$ cat config.mk
export PLATFORM = sky130hd
export DESIGN_NAME = pdf_result_buffer_flat
export DESIGN_NICKNAME = d
export VERILOG_FILES = /design/src/rtl/pdf_pkg.sv /design/src/rtl/pdf_result_if.sv /design/src/rtl/pdf_result_buffer.sv /design/src/flat_wrapper.sv
export SDC_FILE = /design/constraint.sdc
export NUM_CORES = 1
export LEC_CHECK = 0
export BUFFER_PORTS_ARGS = -buffer_cell sky130_fd_sc_hd__buf_2
export CORE_MARGIN = 2
export CORE_UTILIZATION = 25
export CTS_CLUSTER_SIZE = 20
export DETAILED_ROUTE_END_ITERATION = 12
export SLEW_MARGIN = 15
export SYNTH_ARGS = -nofsm -noshare
export SYNTH_HDL_FRONTEND = slang
export SYNTH_SLANG_ARGS = --single-unit
$ cat constraint.sdc
create_clock -name clk -period 1.68 [get_ports clk]
set_input_delay 0.084 -clock clk [delete_from_list [all_inputs] [get_ports clk]]
set_output_delay 0.084 -clock clk [all_outputs]
set_load 0.03 [all_outputs]
$ cat src/rtl/pdf_pkg.sv
package pdf_pkg;

    localparam int CHAN_BITS      = 8;
    localparam int NUM_CHAN       = 3;
    localparam int NUM_NEIGHBOURS = 8;
    localparam int COORD_BITS     = 10;
    localparam int ALPHA_BITS     = 9;
    localparam int SIZE_BITS      = 11;
    localparam int CFG_INDEX_BITS = 2;
    localparam int MAX_RESULTS    = 3;
    localparam int COUNT_BITS     = 2;
    localparam int MIN_SIZE       = 3;
    localparam int MAX_HEIGHT     = 1024;
    localparam int RESET_WIDTH    = 640;
    localparam int RESET_HEIGHT   = 480;

    localparam logic [ALPHA_BITS-1:0] ALPHA_MAX = ALPHA_BITS'(256);

    typedef enum logic [CFG_INDEX_BITS-1:0] {
        REG_ALPHA  = 2'd0,
        REG_WIDTH  = 2'd1,
        REG_HEIGHT = 2'd2
    } cfg_reg_t;

    typedef logic [CHAN_BITS-1:0] chan_t;
    typedef chan_t [NUM_CHAN-1:0] pixel_t;

    typedef struct packed {
        pixel_t                pix;
        logic [COORD_BITS-1:0] col;
        logic [COORD_BITS-1:0] row;
        logic                  last_of_run;
        logic                  frame_done;
    } result_t;

    typedef struct packed {
        result_t [MAX_RESULTS-1:0] slots;
        logic [COUNT_BITS-1:0]     count;
    } bundle_t;

    typedef struct packed {
        logic row_ge1;
        logic row_ge2;
        logic col_ge1;
        logic col_ge2;
        logic at_col_last;
        logic at_row_last;
    } pos_flags_t;

endpackage

$ cat src/rtl/pdf_result_if.sv
interface pdf_result_if;
    logic                           valid;
    logic                           ready;
    logic [pdf_pkg::CHAN_BITS-1:0]  red_out;
    logic [pdf_pkg::CHAN_BITS-1:0]  green_out;
    logic [pdf_pkg::CHAN_BITS-1:0]  blue_out;
    logic [pdf_pkg::COORD_BITS-1:0] out_col;
    logic [pdf_pkg::COORD_BITS-1:0] out_row;
    logic                           last_of_run;
    logic                           frame_done;

    modport source (output valid, output red_out, output green_out, output blue_out,
                    output out_col, output out_row, output last_of_run, output frame_done,
                    input ready);
    modport sink   (input valid, input red_out, input green_out, input blue_out,
                    input out_col, input out_row, input last_of_run, input frame_done,
                    output ready);
endinterface

$ cat src/rtl/pdf_result_buffer.sv
module pdf_result_buffer (
    input  logic             clk,
    input  logic             rst_n,
    input  logic             load,
    input  pdf_pkg::bundle_t bundle,
    output logic             free,
    pdf_result_if.source     result
);
    import pdf_pkg::*;

    result_t [MAX_RESULTS-1:0] slots_reg;
    logic [COUNT_BITS-1:0]     count_reg;
    logic [COUNT_BITS-1:0]     idx_reg;
    logic                      valid;
    logic                      fire;
    logic                      on_last;
    result_t                   cur;

    assign valid   = idx_reg < count_reg;
    assign fire    = valid && result.ready;
    assign on_last = COUNT_BITS'(idx_reg + 1'b1) == count_reg;
    assign free    = !valid || (fire && on_last);
    assign cur     = slots_reg[idx_reg];

    always_ff @(posedge clk)
    begin
        if (load)
        begin
            slots_reg <= bundle.slots;
        end
    end

    always_ff @(posedge clk or negedge rst_n)
    begin
        if (!rst_n)
        begin
            count_reg <= '0;
            idx_reg   <= '0;
        end
        else if (load)
        begin
            count_reg <= bundle.count;
            idx_reg   <= '0;
        end
        else if (fire)
        begin
            if (on_last)
            begin
                count_reg <= '0;
                idx_reg   <= '0;
            end
            else
            begin
                idx_reg <= COUNT_BITS'(idx_reg + 1'b1);
            end
        end
    end

    assign result.valid       = valid;
    assign result.red_out     = cur.pix[0];
    assign result.green_out   = cur.pix[1];
    assign result.blue_out    = cur.pix[2];
    assign result.out_col     = cur.col;
    assign result.out_row     = cur.row;
    assign result.last_of_run = cur.last_of_run;
    assign result.frame_done  = cur.frame_done;

endmodule

$ cat src/flat_wrapper.sv
// flat-port wrapper written by rule: the top's interface ports become plain ports
module pdf_result_buffer_flat import pdf_pkg::*;
  (clk, rst_n, load, bundle, free, result_valid, result_red_out, result_green_out, result_blue_out, result_out_col, result_out_row, result_last_of_run, result_frame_done, result_ready);
  pdf_result_if result_i ();
  input  logic clk;
  input  logic rst_n;
  input  logic load;
  input  pdf_pkg::bundle_t bundle;
  output logic free;
  output wire logic [$bits(result_i.valid)-1:0] result_valid;
  output wire logic [$bits(result_i.red_out)-1:0] result_red_out;
  output wire logic [$bits(result_i.green_out)-1:0] result_green_out;
  output wire logic [$bits(result_i.blue_out)-1:0] result_blue_out;
  output wire logic [$bits(result_i.out_col)-1:0] result_out_col;
  output wire logic [$bits(result_i.out_row)-1:0] result_out_row;
  output wire logic [$bits(result_i.last_of_run)-1:0] result_last_of_run;
  output wire logic [$bits(result_i.frame_done)-1:0] result_frame_done;
  input wire logic [$bits(result_i.ready)-1:0] result_ready;
  assign result_valid = result_i.valid;
  assign result_red_out = result_i.red_out;
  assign result_green_out = result_i.green_out;
  assign result_blue_out = result_i.blue_out;
  assign result_out_col = result_i.out_col;
  assign result_out_row = result_i.out_row;
  assign result_last_of_run = result_i.last_of_run;
  assign result_frame_done = result_i.frame_done;
  assign result_i.ready = result_ready;
  pdf_result_buffer u_core (.clk(clk), .rst_n(rst_n), .load(load), .bundle(bundle), .free(free), .result(result_i));
endmodule
==> results of run 1 <==
[layer usage]
layer / vias up / part of all wire / routed length [um] / track usage
met5: - / 0 / 0 / 0
met4: 0 / 0.033 / 574 / 0.06636
met3: 35 / 0.042 / 724 / 0.03916
met2: 134 / 0.55 / 9521 / 0.2639
met1: 2012 / 0.37 / 6378 / 0.1416
li1: 1982 / - / - / -
[what timing repair did]
item,CTS,global route
gates resized for setup,97,125
pin swaps,6,17
hold buffers,141,0
endpoints found under the hold margin,144,0
setup buffers,8,9
endpoints found under the setup margin,48,52
gates cloned,5,6
[power breakdown]
part / total (W) / internal [W] / switching (W)
clock network: 0.00376 / 0.00233 / 0.00144
logic: 0.00305 / 0.00150 / 0.00154
registers: 0.00433 / 0.00421 / 0.000118
[cells in the final DEF (no fill, tap or decap), drive strengths merged]
master,netlist,layout
a2111o,1,1
nor3,1,1
nand2,48,48
clkbuf,4,22
edfxtp,138,138
nor3b,1,1
dfrtp,4,4
mux2i,46,46
buf,12,227
clkinvlp,0,2
xnor2,3,3
o31ai,1,1
bufbuf,0,2
ha,2,2
nand2b,3,3
nand3b,1,1
a21oi,2,2
clkinv,0,7
nor2b,2,2
inv,3,5
bufinv,0,3
o21ai,48,48
dlygate4sd3,0,141
[layout make-up]
type                    count  area (um2)
inverters                   3       13.76
clock inverters            14       167.7
multi-input cells         159        1400
flip-flops and latches    142        4249
well taps                 275       344.1
clock buffers              17       425.4
fillers                  1812       11230
repair buffers            375        3259
[through the flow]
step                instance area, um2  hold slack [ns]    util  setup WS [ns]
global placement                  6797          -0.1081  0.3223        0.08120
detailed placement                6797          -0.1013  0.3223        0.03506
finish                            9859          0.02202  0.4675        -0.2831
global route                      9859         0.007003  0.4675        -0.3538
CTS                               9263        0.0005337  0.4392        -0.2835
floorplan                         5391          -0.2116       -        0.05420
[cells by family after synthesis]
group | after synthesis | synth area share
xor+xnor | 3 | 0.006270
simple gates | 56 | 0.04388
flops | 142 | 0.7876
compound gates | 52 | 0.04992
fa+ha+maj | 2 | 0.004643
mux | 46 | 0.08544
buf+inv | 19 | 0.02229
[worst min path at each step]
stage | startpoint | to | slack, ns | cells past startpoint
after floorplan | rst_n | u_core.count_reg[0]$_DFFE_PN0P_ | -0.21 | 0
after detailed placement | rst_n | u_core.idx_reg[0]$_DFFE_PN0P_ | -0.10 | 1
after global placement | rst_n | u_core.count_reg[0]$_DFFE_PN0P_ | -0.11 | 1
final | rst_n | u_core.idx_reg[1]$_DFFE_PN0P_ | 0.02 | 2
after CTS | rst_n | u_core.idx_reg[0]$_DFFE_PN0P_ | 0.0005 | 2
after global routing | rst_n | u_core.count_reg[0]$_DFFE_PN0P_ | 0.007 | 2
==> results.yml, run 1 <==
run_status:
  status: "finished with violations"
  violations: "setup timing"
setup_path:
  r2r_end: "u_core.idx_reg[1]$_DFFE_PN0P_"
  critPathTopFamily: "buffers and inverters"
  end_kind: "output port"
  crit_type: "reg -> out"
  max_stage_delay_ns: 0.52
  arrival_ns: 1.88
  critPathMaxFanout: 8
  slowest_stage: "dfrtp_4"
  cp.required_ns: 1.60
  worst_setup_path_start_kind: "flop"
  reg2reg_slack_ns: -0.03
  crit_path_end: "result_out_col[0]"
  cp.depth: 7
  reg2reg_depth: 7
  r2r_start: "u_core.idx_reg[0]$_DFFE_PN0P_"
  startpoint: "u_core.idx_reg[0]$_DFFE_PN0P_"
  critPathBufInv: 4
  crit_chain: "buf_6, nor2b_4, buf_12, clkbuf_16, nand2_2, o21ai_2, buf_6"
  cpMostUsedCell: "buf_6"
logic_synthesis:
  synth_warnings: 0
  syn_avg_cell_area_um2: 16.84
  synth_most_common_cell: "edfxtp_1"
  synth_top_cell_by_area: "edfxtp_1"
  synth_ff_type: "edfxtp_1"
  async_reset_ff_frac: 0.02817
  yosys-top-cells-count: "edfxtp_1 (138), nand2_1 (48), mux2i_1 (46), o21ai_0 (43), buf_4 (7)"
  synthCells: 320
  synth.net_count: 466
  synth.cell_area_mm2: 0.005389
  ys_seq_elements: 142
  synthTopCellsByArea: "edfxtp_1 (77%), mux2i_1 (8.5%), o21ai_0 (4.0%), nand2_1 (3.3%), dfrtp_1 (1.9%)"
  synth_top_area_share: 0.7690
  synth_edf_count: 138
  yosys.cell_types.count: 24
  yosysSeqAreaShare: 0.7876
cells_and_area:
  synthToLayoutAreaGrowth_pct: 82.96
  drive_above_1_share: 0.4930
  num_antenna_cells: 0
  final_cells: 985
  layout.nets: 844
  largest_reg_flops: 138
route:
  ant_nets: 0
  vias: 4163
  drc_errors: 0
  routed_wl_um: 17200
  first_iter_violations: 163
  via_per_inst: 4.226
  routedWlPerCell_um: 17.46
  first_pass_iters: 4
pwr:
  power_w: 0.01114
  vdd_drop_max_v: 0.0006418
  powerDensity_mw_per_mm2: 1130
  leakage_nw: 3.914
sta:
  setup_violations: 49
  setup_slack_ns: -0.2831
  fin_tns_setup_ns: -10.92
  rsz0062_at_grt: "true"
  worst_pin_slew_ns: 0.4193
  hold_viol: 0
  period_minus_slack_ns: 1.963
  period_share: 1.169
  fmax_mhz: 509.4
  skew_ns: 0.0001910
  drv_slew: 0
  slew_headroom: 0.7205
grt:
  grt_max_degree: 42
  grt_pass1_wl_um: 23200
  grtUsageTotal: 0.1399
  grt-ovfl-total: 0
  antenna_found_initial: 0
  grt_pass1_vias: 4535
die:
  die_w_um: 150.8
  dieArea_mm2: 0.02275
  coreArea_mm2: 0.02109
  start_util: 0.2555
  ios: 192
  placementRows: 53
  die_h_um: 150.8
worst_hold_path:
  holdCritPathClass: "in -> async"
cts:
  cts.sinks: 142
  cts_max_path_buffers: 2
  cts-htree-levels: 4
  cts_root_buffer: "clkbuf_16"
  numCtsBuffers: 17
  cts_tree: "built"
  cts.clk_slew.worst_paths_ns: 0.06
  insertion_delay_ns: 0.41
placed_design:
  place_hpwl_um: 8735
  dp.cells: 786
  io_buffers: 191
  gp_congestion: 0.7252
flow_run:
  drv_cap: 0
No activity file was read; power rests on OpenSTA's default activity.
==> run 2, diff against run 1 <==
Settings changed: PLACE_DENSITY set to 0.51.
==> run 2 against run 1 <==
Compared with the run above: the run still ends with setup timing left; register-to-register slack better by 0.04 ns; sequential power hardly changed; clock-buffer cell count stayed put; total power is 1.2% lower; critical path depth is 2 lower; maximum frequency is 0.61% higher; global-route usage is 0.52 points lower; hold slack better by 0.054 ns; non-clock buffer count is 9 lower; core utilization is 0.62 points lower; worst setup slack better by 0.012 ns; die area stayed put; largest cell class unchanged; largest power group unchanged; highest routed layer unchanged.
==> results.yml, run 2 (synthesis gave the netlist of run 1 again) <==
sta:
  drv_slew: 0
  setup_violations: 47
  rsz0062_at_grt: "true"
  fmax_mhz: 512.5
  hold_viol: 0
  hold_ws_ns: 0.07579
  setup_slack_ns: -0.2711
  worst_pin_slew_ns: 0.4109
  period_minus_slack_ns: 1.951
  period_share: 1.161
  slew_headroom: 0.7261
  skew_ns: 0.008128
setup_path:
  arrival_ns: 1.87
  end_kind: "output port"
  startpoint: "u_core.idx_reg[0]$_DFFE_PN0P_"
  cp.required_ns: 1.60
  crit_type: "reg -> out"
  critPathMaxFanout: 12
  r2r_start: "u_core.idx_reg[0]$_DFFE_PN0P_"
  worst_setup_path_start_kind: "flop"
placed_design:
  gp_congestion: 0.7098
  io_buffers: 191
  pre_cts_ws_ns: 0.08343
  dpl_cell_area_mm2: 0.006779
  dp.cells: 787
  place_hpwl_um: 8732
cells_and_area:
  synthToLayoutAreaGrowth_pct: 80.52
  drive_above_1_share: 0.4957
  largest_reg_flops: 138
  final_cells: 978
  seq_area_mm2: 0.004249
  final_common_cell: "buf_2"
  multiInputGateArea_mm2: 0.001400
  final_cell_mix: "buf_2 (142), dlygate4sd3_1 (141), edfxtp_1 (138)"
  design_area_mm2: 0.009728
  layout.nets: 835
  fillCellCount: 1827
route:
  first_iter_violations: 140
  vias: 4117
  drc_errors: 0
  routedWlPerCell_um: 16.41
  first_pass_iters: 4
  routed_wl_um: 16050
  ant_nets: 0
  via_per_inst: 4.210
run_status:
  status: "finished with violations"
  violations: "setup timing"
worst_hold_path:
  holdCritPathClass: "in -> async"
grt:
  grt_pass1_wl_um: 22500
  antenna_found_initial: 1
  grt_pass1_vias: 4405
  grt-ovfl-total: 0
  grt_max_degree: 41
  grtUsageTotal: 0.1347
die:
  start_util: 0.2555
  coreArea_mm2: 0.02109
  die_h_um: 150.8
  dieArea_mm2: 0.02275
  placementRows: 53
  ios: 192
  die_w_um: 150.8
pwr:
  leakage_nw: 3.880
  vdd_drop_max_v: 0.0006352
  powerDensity_mw_per_mm2: 1131
cts:
  cts_max_path_buffers: 2
  numCtsBuffers: 17
  cts-htree-levels: 4
  cts_tree: "built"
  cts.clk_slew.worst_paths_ns: 0.06
  cts.sinks: 142
  insertion_delay_ns: 0.41
  cts_root_buffer: "clkbuf_16"
flow_run:
  drv_cap: 0
==> run 2: worst paths after layout <==
check | slack [ns] | cells past startpoint | endpoint
max in group asynchronous | 1.46 | 2 | u_core.idx_reg[1]$_DFFE_PN0P_
hold reg to reg | 0.59 | 2 | u_core.count_reg[0]$_DFFE_PN0P_
setup reg to reg | 0.01 | 7 | u_core.idx_reg[1]$_DFFE_PN0P_
hold / removal | 0.08 | 2 | u_core.idx_reg[0]$_DFFE_PN0P_
min in group clk | 0.09 | 1 | u_core.slots_reg[117]$_DFFE_PP_
setup / recovery | -0.27 | 5 | result_green_out[3]
==> run 2: final cells by class <==
cell class | count | area share
Antenna cell | 1 | 0.0002572
Multi-Input combinational cell | 159 | 0.1439
Sequential cell | 142 | 0.4368
Clock inverter | 15 | 0.01633
Clock buffer | 17 | 0.04373
Tap cell | 275 | 0.03537
Inverter | 3 | 0.001158
Timing Repair Buffer | 366 | 0.3224
==> run 2: timing repair <==
action	in CTS	in global routing
gates resized for setup	151	89
pin swaps	20	14
endpoints found under the hold margin	144	0
hold buffers	141	0
setup buffers	9	2
setup endpoints to repair	48	49
gates cloned	4	3
==> run 2: where the power goes <==
part           internal, W  switching, W  total, W
combinational      0.00143       0.00150   0.00294
clock              0.00221       0.00154   0.00375
sequential         0.00421      0.000111   0.00432
total              0.00785       0.00315    0.0110
==> run 2: stage by stage <==
stage          total power, W  utilization  TNS, ns
2_1_floorplan        0.005531            -        0
3_3_place_gp         0.006235       0.3215        0
3_5_place_dp         0.006264       0.3215        0
4_1_cts               0.01082       0.4416   -10.18
5_1_grt               0.01146       0.4613   -13.23
6_report              0.01100       0.4613   -9.210
==> run 2: critical path, cell delays in order (launching register included) <==
cell and delay (ns):
dfrtp_4 0.50, buf_6 0.15, bufbuf_16 0.30, mux2i_1 0.15, o21ai_2 0.19, buf_6 0.15
==> run 2: routing by layer <==
layer | global-route usage | routed length (um) | share of wire
met4 | 0.05794 | 320 | 0.020
met3 | 0.04548 | 994 | 0.062
met1 | 0.1349 | 6044 | 0.38
met5 | 0 | 0 | 0
met2 | 0.2527 | 8694 | 0.54
