==> src/rtl/pdf_pkg.sv <==
package pdf_pkg;

    localparam int CHAN_BITS      = 8;
    localparam int NUM_CHAN       = 3;
    localparam int NUM_NEIGHBOURS = 8;
    localparam int COORD_BITS     = 10;
    localparam int ALPHA_BITS     = 9;
    localparam int SIZE_BITS      = 11;
    localparam int CFG_INDEX_BITS = 2;
    localparam int MAX_RESULTS    = 3;
    localparam int COUNT_BITS     = 2;
    localparam int MIN_SIZE       = 3;
    localparam int MAX_HEIGHT     = 1024;
    localparam int RESET_WIDTH    = 640;
    localparam int RESET_HEIGHT   = 480;

    localparam logic [ALPHA_BITS-1:0] ALPHA_MAX = ALPHA_BITS'(256);

    typedef enum logic [CFG_INDEX_BITS-1:0] {
        REG_ALPHA  = 2'd0,
        REG_WIDTH  = 2'd1,
        REG_HEIGHT = 2'd2
    } cfg_reg_t;

    typedef logic [CHAN_BITS-1:0] chan_t;
    typedef chan_t [NUM_CHAN-1:0] pixel_t;

    typedef struct packed {
        pixel_t                pix;
        logic [COORD_BITS-1:0] col;
        logic [COORD_BITS-1:0] row;
        logic                  last_of_run;
        logic                  frame_done;
    } result_t;

    typedef struct packed {
        result_t [MAX_RESULTS-1:0] slots;
        logic [COUNT_BITS-1:0]     count;
    } bundle_t;

    typedef struct packed {
        logic row_ge1;
        logic row_ge2;
        logic col_ge1;
        logic col_ge2;
        logic at_col_last;
        logic at_row_last;
    } pos_flags_t;

endpackage

==> src/rtl/pdf_kernel.sv <==
module pdf_kernel (
    input  logic [pdf_pkg::ALPHA_BITS-1:0]                alpha,
    input  pdf_pkg::pixel_t                               centre,
    input  pdf_pkg::pixel_t [pdf_pkg::NUM_NEIGHBOURS-1:0] neighbours,
    output pdf_pkg::pixel_t                               diffused
);
    import pdf_pkg::*;

    // The weighted sum is rewritten as 2048*centre + a*(sum - 8*centre), which
    // needs one multiplier per channel and is never negative.
    logic        [CHAN_BITS+2:0]  sum   [NUM_CHAN];
    logic signed [CHAN_BITS+4:0]  diff  [NUM_CHAN];
    logic signed [CHAN_BITS+15:0] total [NUM_CHAN];

    always_comb
    begin
        for (int k = 0; k < NUM_CHAN; k++)
        begin
            sum[k] = '0;
            for (int n = 0; n < NUM_NEIGHBOURS; n++)
            begin
                sum[k] = sum[k] + (CHAN_BITS+3)'(neighbours[n][k]);
            end
            diff[k]  = signed'({2'b00, sum[k]}) - signed'({2'b00, centre[k], 3'b000});
            total[k] = signed'({5'b00000, centre[k], 11'b0})
                     + (CHAN_BITS+16)'(signed'({1'b0, alpha})) * (CHAN_BITS+16)'(diff[k]);
            diffused[k] = total[k][CHAN_BITS+10:11];
        end
    end

endmodule

==> config.mk <==
export PLATFORM = sky130hd
export DESIGN_NAME = pdf_kernel
export DESIGN_NICKNAME = d
export VERILOG_FILES = /design/src/rtl/pdf_pkg.sv /design/src/rtl/pdf_kernel.sv
export SDC_FILE = /design/constraint.sdc
export NUM_CORES = 1
export LEC_CHECK = 0
export BUFFER_PORTS_ARGS = -buffer_cell sky130_fd_sc_hd__clkbuf_2
export CORE_MARGIN = 1
export CORE_UTILIZATION = 60
export DETAILED_ROUTE_END_ITERATION = 8
export PLACE_DENSITY_LB_ADDON = 0.2
export SLEW_MARGIN = 40
export SYNTH_ARGS = -nofsm -noshare
export SYNTH_HDL_FRONTEND = slang
export SYNTH_SLANG_ARGS = --single-unit
==> constraint.sdc <==
create_clock -name vclk -period 9.81
set_input_delay 0.4905 -clock vclk [all_inputs]
set_output_delay 0.4905 -clock vclk [all_outputs]
set_load 0.1 [all_outputs]
==> results of run 1 <==
-- layout make-up --
cell class / count / area [sq um] / share of cell area (%)
multi-input combinational: 1234 / 14700 / 77.4
inverter: 543 / 2040 / 10.7
timing repair buffer: 283 / 1790 / 9.40
tap: 372 / 465 / 2.45
-- worst paths after layout --
kind / start / endpoint / slack [ns] / cells past startpoint
min: centre[23] / diffused[23] / 2.10 / 8
max: neighbours[69] / diffused[23] / 0.27 / 28
-- routing by layer --
metal  GRT usage [%]  up-vias
met1            31.8     6251
met3           0.561       53
li1                -     5790
met5               0        -
met4            4.98        0
met2            51.1      235
-- layout by cell type (no fill, tap or decap), types with 6 or more instances in the layout --
cell type | Yosys | routed
buf_4 | 0 | 36
xnor2_1 | 65 | 61
nor2b_1 | 27 | 25
buf_12 | 0 | 15
nor3_1 | 20 | 17
o21a_1 | 7 | 7
clkbuf_2 | 0 | 227
and2_1 | 157 | 157
inv_1 | 542 | 542
nand3_1 | 19 | 19
nand2_1 | 144 | 144
xor2_1 | 18 | 14
ha_1 | 200 | 200
nand4_1 | 6 | 6
nor2_1 | 36 | 36
fa_1 | 412 | 411
o21ai_0 | 16 | 15
a21oi_1 | 21 | 19
nand2b_1 | 13 | 13
-- logic make-up after synthesis --
group,Yosys count,share of synthesized area (%)
buffers and inverters,576,12.9
AO/OA/AOI/OAI,82,3.35
AND/OR/NAND/NOR,447,14.0
multiplexers,4,0.240
XOR/XNOR,89,5.18
adder cells (fa/ha/maj),612,64.3
-- timing repair --
action / CTS / global route
endpoints found under the setup margin: 0 / 12
buffers inserted: 0 / 2
gates resized for setup: 0 / 25
endpoints found under the hold margin: 0 / 0
-- per-stage QoR --
stage,util (%),worst slack [ns]
2_1_floorplan,-,-0.0677
3_3_place_gp,69.5,0.296
3_5_place_dp,69.6,0.180
4_1_cts,69.6,0.157
5_1_grt,70.1,-0.126
6_report,70.1,0.266
==> key figures, run 1 <==
Run status
  • Outcome: completed

Critical path
  • Worst Path Buf+Inv: 7
  • Type of element capturing the critical path: output port
  • Critical path launch point type: primary input
  • Delay contributed by the slowest stage of the critical path: ~0.7 ns
  • Arr. time, crit path: just over 9 ns
  • Cell with the most instances on the worst path: fa_1
  • Cell with the largest stage delay on the worst path: fa_1
  • Maximum net fanout on the critical path: 8
  • Type of the setup path with the least slack: in -> out
  • Crit path required time: 9.32 ns
  • Cell family with most CP delay: adder cells

Synthesis
  • Post-synthesis instance area: 16700 sq um
  • Number of nets produced by synthesis: roughly 2.6k
  • Fraction of synthesized cell area taken by the top area cell type: slightly below 50%
  • Most area-hungry cell type in the Yosys netlist: fa_1
  • List of most frequent post-synthesis cells: 542 x inv_1, 412 x fa_1, 200 x ha_1, 157 x and2_1, 144 x nand2_1
  • Avg Inst Size Synth: 9.23 sq um
  • Library cells used by synthesis: 55
  • Most repeated cell in the gate-level netlist after synthesis: inv_1
  • Sequential share of the synthesized area: 0%
  • Count of mapped cells out of synthesis: 1810
  • Leading post-synthesis cells by cell area: fa_1 49%, ha_1 15%, inv_1 12%
  • Yosys warnings: 0

Global routing
  • Grt ovf: 0
  • GRT Total Usage: approximately 26%
  • Wire length of the first global-routing pass: 60.4 mm
  • Antenna violations before repair: 0
  • Via count of the first global-routing pass: around 14k
  • Largest net degree at the start of global routing: 37

Place
  • Gp weighted congestion: a little over 0.8
  • Post-DP HPWL: 30.0 mm
  • Placed inst area: 18900 sq um
  • Buffers added on ports: ~250
  • Placed cell count: between 2k and 2.5k

Finish
  • Fin area: 19000 sq um
  • Storage element area: 0 sq um
  • Fillers: approximately 2.2k
  • Antenna cells: 0
  • Final #Nets: a little under 3k
  • Total of clock buffers placed in the layout: 0
  • FFs & Latches: 0
  • Share of layout cells above drive strength 1: 15.4%
  • Synthesis-to-finish area growth: 13.7%
  • Final Non-Filler Cells: 2432

Route
  • Total wire length: roughly 35 mm
  • Final routed wire length divided by cell count: between 10 and 15 um
  • Count of antenna-violating nets left after detailed routing: 0
  • Detailed-route vias per instance: approximately 5
  • Vias after detailed routing: about 12k
  • Initial DRC Count: about 520
  • Detailed-routing iteration count for the pre-antenna-repair pass: 5
  • Max Used Layer: met4
  • DRC violations left: 0
  • Met1 routed wirelength after detailed routing: about 13 mm
  • Met3 wire length: about 990 um
  • DR WL met2: slightly below 20 mm

Die
  • Die height: around 170 um
  • Die span in x: around 170 um
  • Overall die area: around 29000 sq um
  • Area inside the core boundary: around 27000 sq um
  • Num rows: 60
  • Effective utilization at floorplan: a little over 60%
  • Number of top-level pins: 249

Flow run
  • Max Cap Violations: 0

STA
  • Final critical delay including setup and external delays: 9.54 ns
  • Final hold violations: 0
  • Setup TNS: 0 ns
  • Achievable frequency: approximately 100 MHz
  • Final number of max-transition violations: 0
  • Final Hold Slack: ~2.1 ns
  • Worst max-slew margin expressed relative to the limit: 42.2%
  • Number of endpoints failing setup at the final stage: 0
  • Slew at the pin closest to its max-slew limit: slightly below 0.9 ns
  • Period utilisation layout: a little over nine tenths

Worst hold path
  • Hold/Removal Path Class: in -> out

Clock tree
  • Number of hold buffers added after CTS: 0
Power of run 1 is not shown: default switching activity piles up to over one toggle a cycle in this logic, so the estimate is an artifact.
==> inputs of run 2 (changes only) <==
Settings changed: BUFFER_PORTS_ARGS -buffer_cell sky130_fd_sc_hd__clkbuf_2 to unset, CAP_MARGIN set to 20, DONT_BUFFER_PORTS set to 1.
==> run 2 against run 1 <==
Net effect:
- setup slack gained 0.15 ns
- final area shrank 6.3%
- worst hold slack worse by 0.46 ns
- utilization fell by 4.4 points
- global-route usage shrank 0.39 points
- critical path depth down 1
- non-clock buffer count down 237
- sequential share of layout area unchanged
- die area stayed put
- count of clock-buffer cells in the layout stayed put
==> key figures, run 2 (synthesis gave the netlist of run 1 again) <==
Run status
  • Outcome: completed

Finish
  • Final #Nets: around 2.7k
  • Share of layout cells above drive strength 1: slightly above 5%
  • Fin area: around 18000 sq um
  • Final Non-Filler Cells: 2195
  • Storage element area: 0 sq um
  • Commonest non-fill, non-tap cells in the layout: 542 x inv_1, 412 x fa_1, 200 x ha_1
  • Fillers: between 2k and 2.5k
  • Total of clock buffers placed in the layout: 0
  • Synthesis-to-finish area growth: 6.53%
  • FFs & Latches: 0
  • Leading cell type in the layout, fill and taps excluded: inv_1
  • Antenna cells: 0

Route
  • Vias after detailed routing: between 10k and 15k
  • Initial DRC Count: about 430
  • Final routed wire length divided by cell count: 15.2 um
  • Detailed-route vias per instance: 5.22
  • Count of antenna-violating nets left after detailed routing: 0
  • DRC violations left: 0
  • Detailed-routing iteration count for the pre-antenna-repair pass: 5
  • Total wire length: 33.5 mm

Critical path
  • Maximum net fanout on the critical path: 8
  • Worst setup path startpoint: neighbours[70]
  • Critical path launch point type: primary input
  • Crit path required time: approximately 9.3 ns
  • Arr. time, crit path: around 8.9 ns
  • Type of element capturing the critical path: output port
  • Type of the setup path with the least slack: in -> out

Worst hold path
  • Hold Startpoint: alpha[8]
  • Hold Crit Depth: 5
  • Endpoint with the worst hold slack: diffused[7]
  • Hold/Removal Path Class: in -> out

STA
  • Final hold violations: 0
  • RSZ-0062 raised after global routing: no
  • Worst max-slew margin expressed relative to the limit: between 60% and 70%
  • Achievable frequency: approximately 110 MHz
  • Final critical delay including setup and external delays: ~9.4 ns
  • Number of endpoints failing setup at the final stage: 0
  • Slew at the pin closest to its max-slew limit: 0.585 ns
  • Final number of max-transition violations: 0
  • Period utilisation layout: around 96%

Die
  • Die span in x: approximately 170 um
  • Effective utilization at floorplan: between 60% and 70%
  • Overall die area: approximately 29000 sq um
  • Number of top-level pins: roughly 250
  • Die height: between 150 and 200 um
  • Num rows: 60
  • Area inside the core boundary: ~27000 sq um

Global routing
  • Via count of the first global-routing pass: 12.7k
  • Grt ovf: 0
  • Antenna violations before repair: 0
  • Largest net degree at the start of global routing: 37
  • GRT Total Usage: between 20 and 30%
  • Wire length of the first global-routing pass: 59.1 mm

Place
  • Placed cell count: between 2k and 2.5k
  • Placed inst area: about 18000 sq um
  • Post-DP HPWL: around 29 mm
  • Gp weighted congestion: 0.835
  • Buffers added on ports: 0

Clock tree
  • Post-CTS setup buffers: 0
  • Number of hold buffers added after CTS: 0

Flow run
  • Max Cap Violations: 0
## run 2: cell types whose count changed in the layout (fill, tap and decap cells not counted), moves of 2 or more
cell	change
clkbuf_2	-227
xnor2_1	-14
nor2b_1	+2
nor3_2	-3
xnor2_2	+14
buf_2	-2
nor3_4	+2
nor2b_2	-2
buf_12	-5
## run 2: layer usage
layer	up-vias	GRT usage, %	part of all wire, %
met5	-	0	0
met4	0	4.86	1.7
met3	38	0.725	2.9
met2	220	49.7	57
met1	5888	31.8	38
li1	5314	-	-
## run 2: worst max path at each step
stage / end / slack, ns / cells after the start
after global placement: diffused[4] / 0.17 / 30
after detailed placement: diffused[4] / -0.06 / 30
after floorplan: diffused[4] / -0.07 / 30
after global routing: diffused[23] / 0.02 / 34
after CTS: diffused[4] / 0.05 / 30
final: diffused[22] / 0.42 / 27
## run 2: worst max-delay path, cell delays in order
cell and delay (ns):
fa_1 0.52, inv_1 0.05, fa_1 0.57, fa_1 0.44, fa_1 0.49, inv_1 0.04
ha_1 0.37, nand3_1 0.09, o211ai_1 0.22, o221ai_1 0.27, nor4bb_1 0.41, a211oi_2 0.12
buf_4 0.20, and2_1 0.17, fa_1 0.74, fa_1 0.51, fa_1 0.52, fa_1 0.49
inv_1 0.05, fa_1 0.48, inv_1 0.04, ha_1 0.33, o21a_1 0.20, o31ai_2 0.07
or4b_2 0.65, o311ai_4 0.13, buf_12 0.22
## run 2: final cells by class
cell class / instances / area, sq um / share of cell area, %
Tap cell: 372 / 465 / 2.61
Inverter: 543 / 2040 / 11.5
Timing Repair Buffer: 46 / 470 / 2.64
Multi-Input combinational cell: 1234 / 14800 / 83.3
## run 2: stage by stage
stage / util, % / hold slack [ns] / TNS (ns) / worst slack (ns)
2_1_floorplan: - / 1.66 / -0.0867 / -0.0677
5_1_grt: 65.7 / 1.65 / 0 / 0.0163
4_1_cts: 65.3 / 1.62 / 0 / 0.0514
3_3_place_gp: 65.3 / 1.62 / 0 / 0.170
3_5_place_dp: 65.3 / 1.62 / -0.162 / -0.0616
6_report: 65.7 / 1.63 / 0 / 0.415
## run 2: what timing repair did
item,in CTS,in global routing
endpoints found under the setup margin,3,9
cloned,0,0
gates resized for setup,2,15
Power of run 2 is left out for the same reason.
==> inputs of run 3 (changes only) <==
Settings changed: GPL_TIMING_DRIVEN set to 0, SKIP_LAST_GASP set to 1, TNS_END_PERCENT set to 100.
==> run 3 against run 2 <==
Net effect:
- utilization up 1.3 points
- critical path depth up 2
- worst hold slack better by 0.035 ns
- flip-flop and latch count unchanged
- first-iteration DRC count up 28%
- non-clock buffer count up 15
- setup slack worse by 0.15 ns
- maximum frequency down 1.5%
- die area unchanged
- critical path type unchanged
==> key figures, run 3 (synthesis gave the netlist of run 1 again) <==
Route
  • Final routed wire length divided by cell count: ~16 um
  • Vias after detailed routing: 11.6k
  • DR WL met2: ~20 mm
  • Total wire length: around 36 mm
  • Initial DRC Count: approximately 550
  • Met3 wire length: roughly 1.5 mm
  • Detailed-route vias per instance: 5.24
  • Count of antenna-violating nets left after detailed routing: 0
  • Max Used Layer: met4
  • Met1 routed wirelength after detailed routing: 14.0 mm
  • Detailed-routing iteration count for the pre-antenna-repair pass: 6
  • DRC violations left: 0

Critical path
  • Type of the setup path with the least slack: in -> out
  • Delay contributed by the slowest stage of the critical path: between 0.6 and 0.7 ns
  • Type of element capturing the critical path: output port
  • Cell with the most instances on the worst path: fa_1
  • Critical path launch point type: primary input
  • Maximum net fanout on the critical path: 4
  • Arr. time, crit path: slightly above 9 ns
  • Crit path required time: approximately 9.3 ns
  • Cell with the largest stage delay on the worst path: xor2_4

Die
  • Num rows: 60
  • Area inside the core boundary: between 20000 and 30000 sq um
  • Die span in x: roughly 170 um
  • Number of top-level pins: ~250
  • Effective utilization at floorplan: 61.7%
  • Die height: about 170 um
  • Overall die area: approximately 29000 sq um

Flow run
  • Max Cap Violations: 0

Global routing
  • Wire length of the first global-routing pass: a little over 60 mm
  • Antenna violations before repair: 0
  • Largest net degree at the start of global routing: 11
  • GRT Total Usage: between 20% and 30%
  • Grt ovf: 0
  • Via count of the first global-routing pass: about 13k

STA
  • Achievable frequency: between 100 and 150 MHz
  • RSZ-0062 raised after global routing: yes
  • Final hold violations: 0
  • Final number of max-transition violations: 0
  • Slew at the pin closest to its max-slew limit: ~0.87 ns
  • Worst max-slew margin expressed relative to the limit: approximately 42%
  • Period utilisation layout: a little over nine tenths
  • Number of endpoints failing setup at the final stage: 0
  • Final critical delay including setup and external delays: roughly 9.5 ns

Finish
  • Final #Nets: 2677
  • FFs & Latches: 0
  • Leading cell type in the layout, fill and taps excluded: inv_1
  • Total of clock buffers placed in the layout: 0
  • Commonest non-fill, non-tap cells in the layout: 542 x inv_1, 411 x fa_1, 199 x ha_1
  • Synthesis-to-finish area growth: 8.60%
  • Storage element area: 0 sq um
  • Share of layout cells above drive strength 1: about 5.3%
  • Fin area: approximately 18000 sq um

Worst hold path
  • Hold/Removal Path Class: in -> out

Place
  • Buffers added on ports: 0
  • Gp weighted congestion: 0.833
  • Placed inst area: ~18000 sq um
  • Post-DP HPWL: around 31 mm

Run status
  • Outcome: completed

Clock tree
  • Number of hold buffers added after CTS: 0
## run 3: cell types whose count changed in the layout (fill, tap and decap cells not counted), sizes merged
cell,previous run,this run
diode,0,1
buf,46,28
clkbuf,0,33
## run 3: through the flow
stage	setup slack [ns]	instances	util (%)	setup TNS, ns	hold WS (ns)
detailed placement	-0.796	2195	65.6	-4.63	1.68
CTS	0.0146	2205	66.2	0	1.63
global route	-0.0882	2210	66.9	-0.156	1.71
finish	0.269	2211	67.0	0	1.67
global placement	-1.10	2182	63.5	-15.48	1.68
floorplan	-0.0677	1810	-	-0.0867	1.66
## run 3: final cells by class
type	instances	area, sq um
buffer	33	124
tap	372	465
antenna	1	2.50
inverter	543	2040
timing repair buffer	28	413
multi-input combinational	1234	15100
fill	2160	8950
## run 3: worst paths after layout
path              cells after the start  slack (ns)             from          end
setup / recovery                     29        0.27  neighbours[122]  diffused[3]
hold / removal                        4        1.67         alpha[8]  diffused[7]
## run 3: what timing repair did
item | in CTS | in global routing
pin swaps | 8 | 12
setup buffers | 10 | 5
setup endpoints to repair | 11 | 17
resized for setup | 17 | 21
## run 3: worst max-delay path, delay by kind of cell
kind	cells	cell delay (ns)
simple gates	7	1.44
buf+inv	6	0.33
xor+xnor	2	0.88
compound gates	2	0.52
fa+ha+maj	12	5.39
## run 3: routing by layer
| layer | vias up | track usage, % |
|---|---|---|
| met2 | 250 | 49.9 |
| met5 | - | 0 |
| met3 | 60 | 2.60 |
| li1 | 5353 | - |
| met1 | 5924 | 34.2 |
| met4 | 0 | 4.86 |
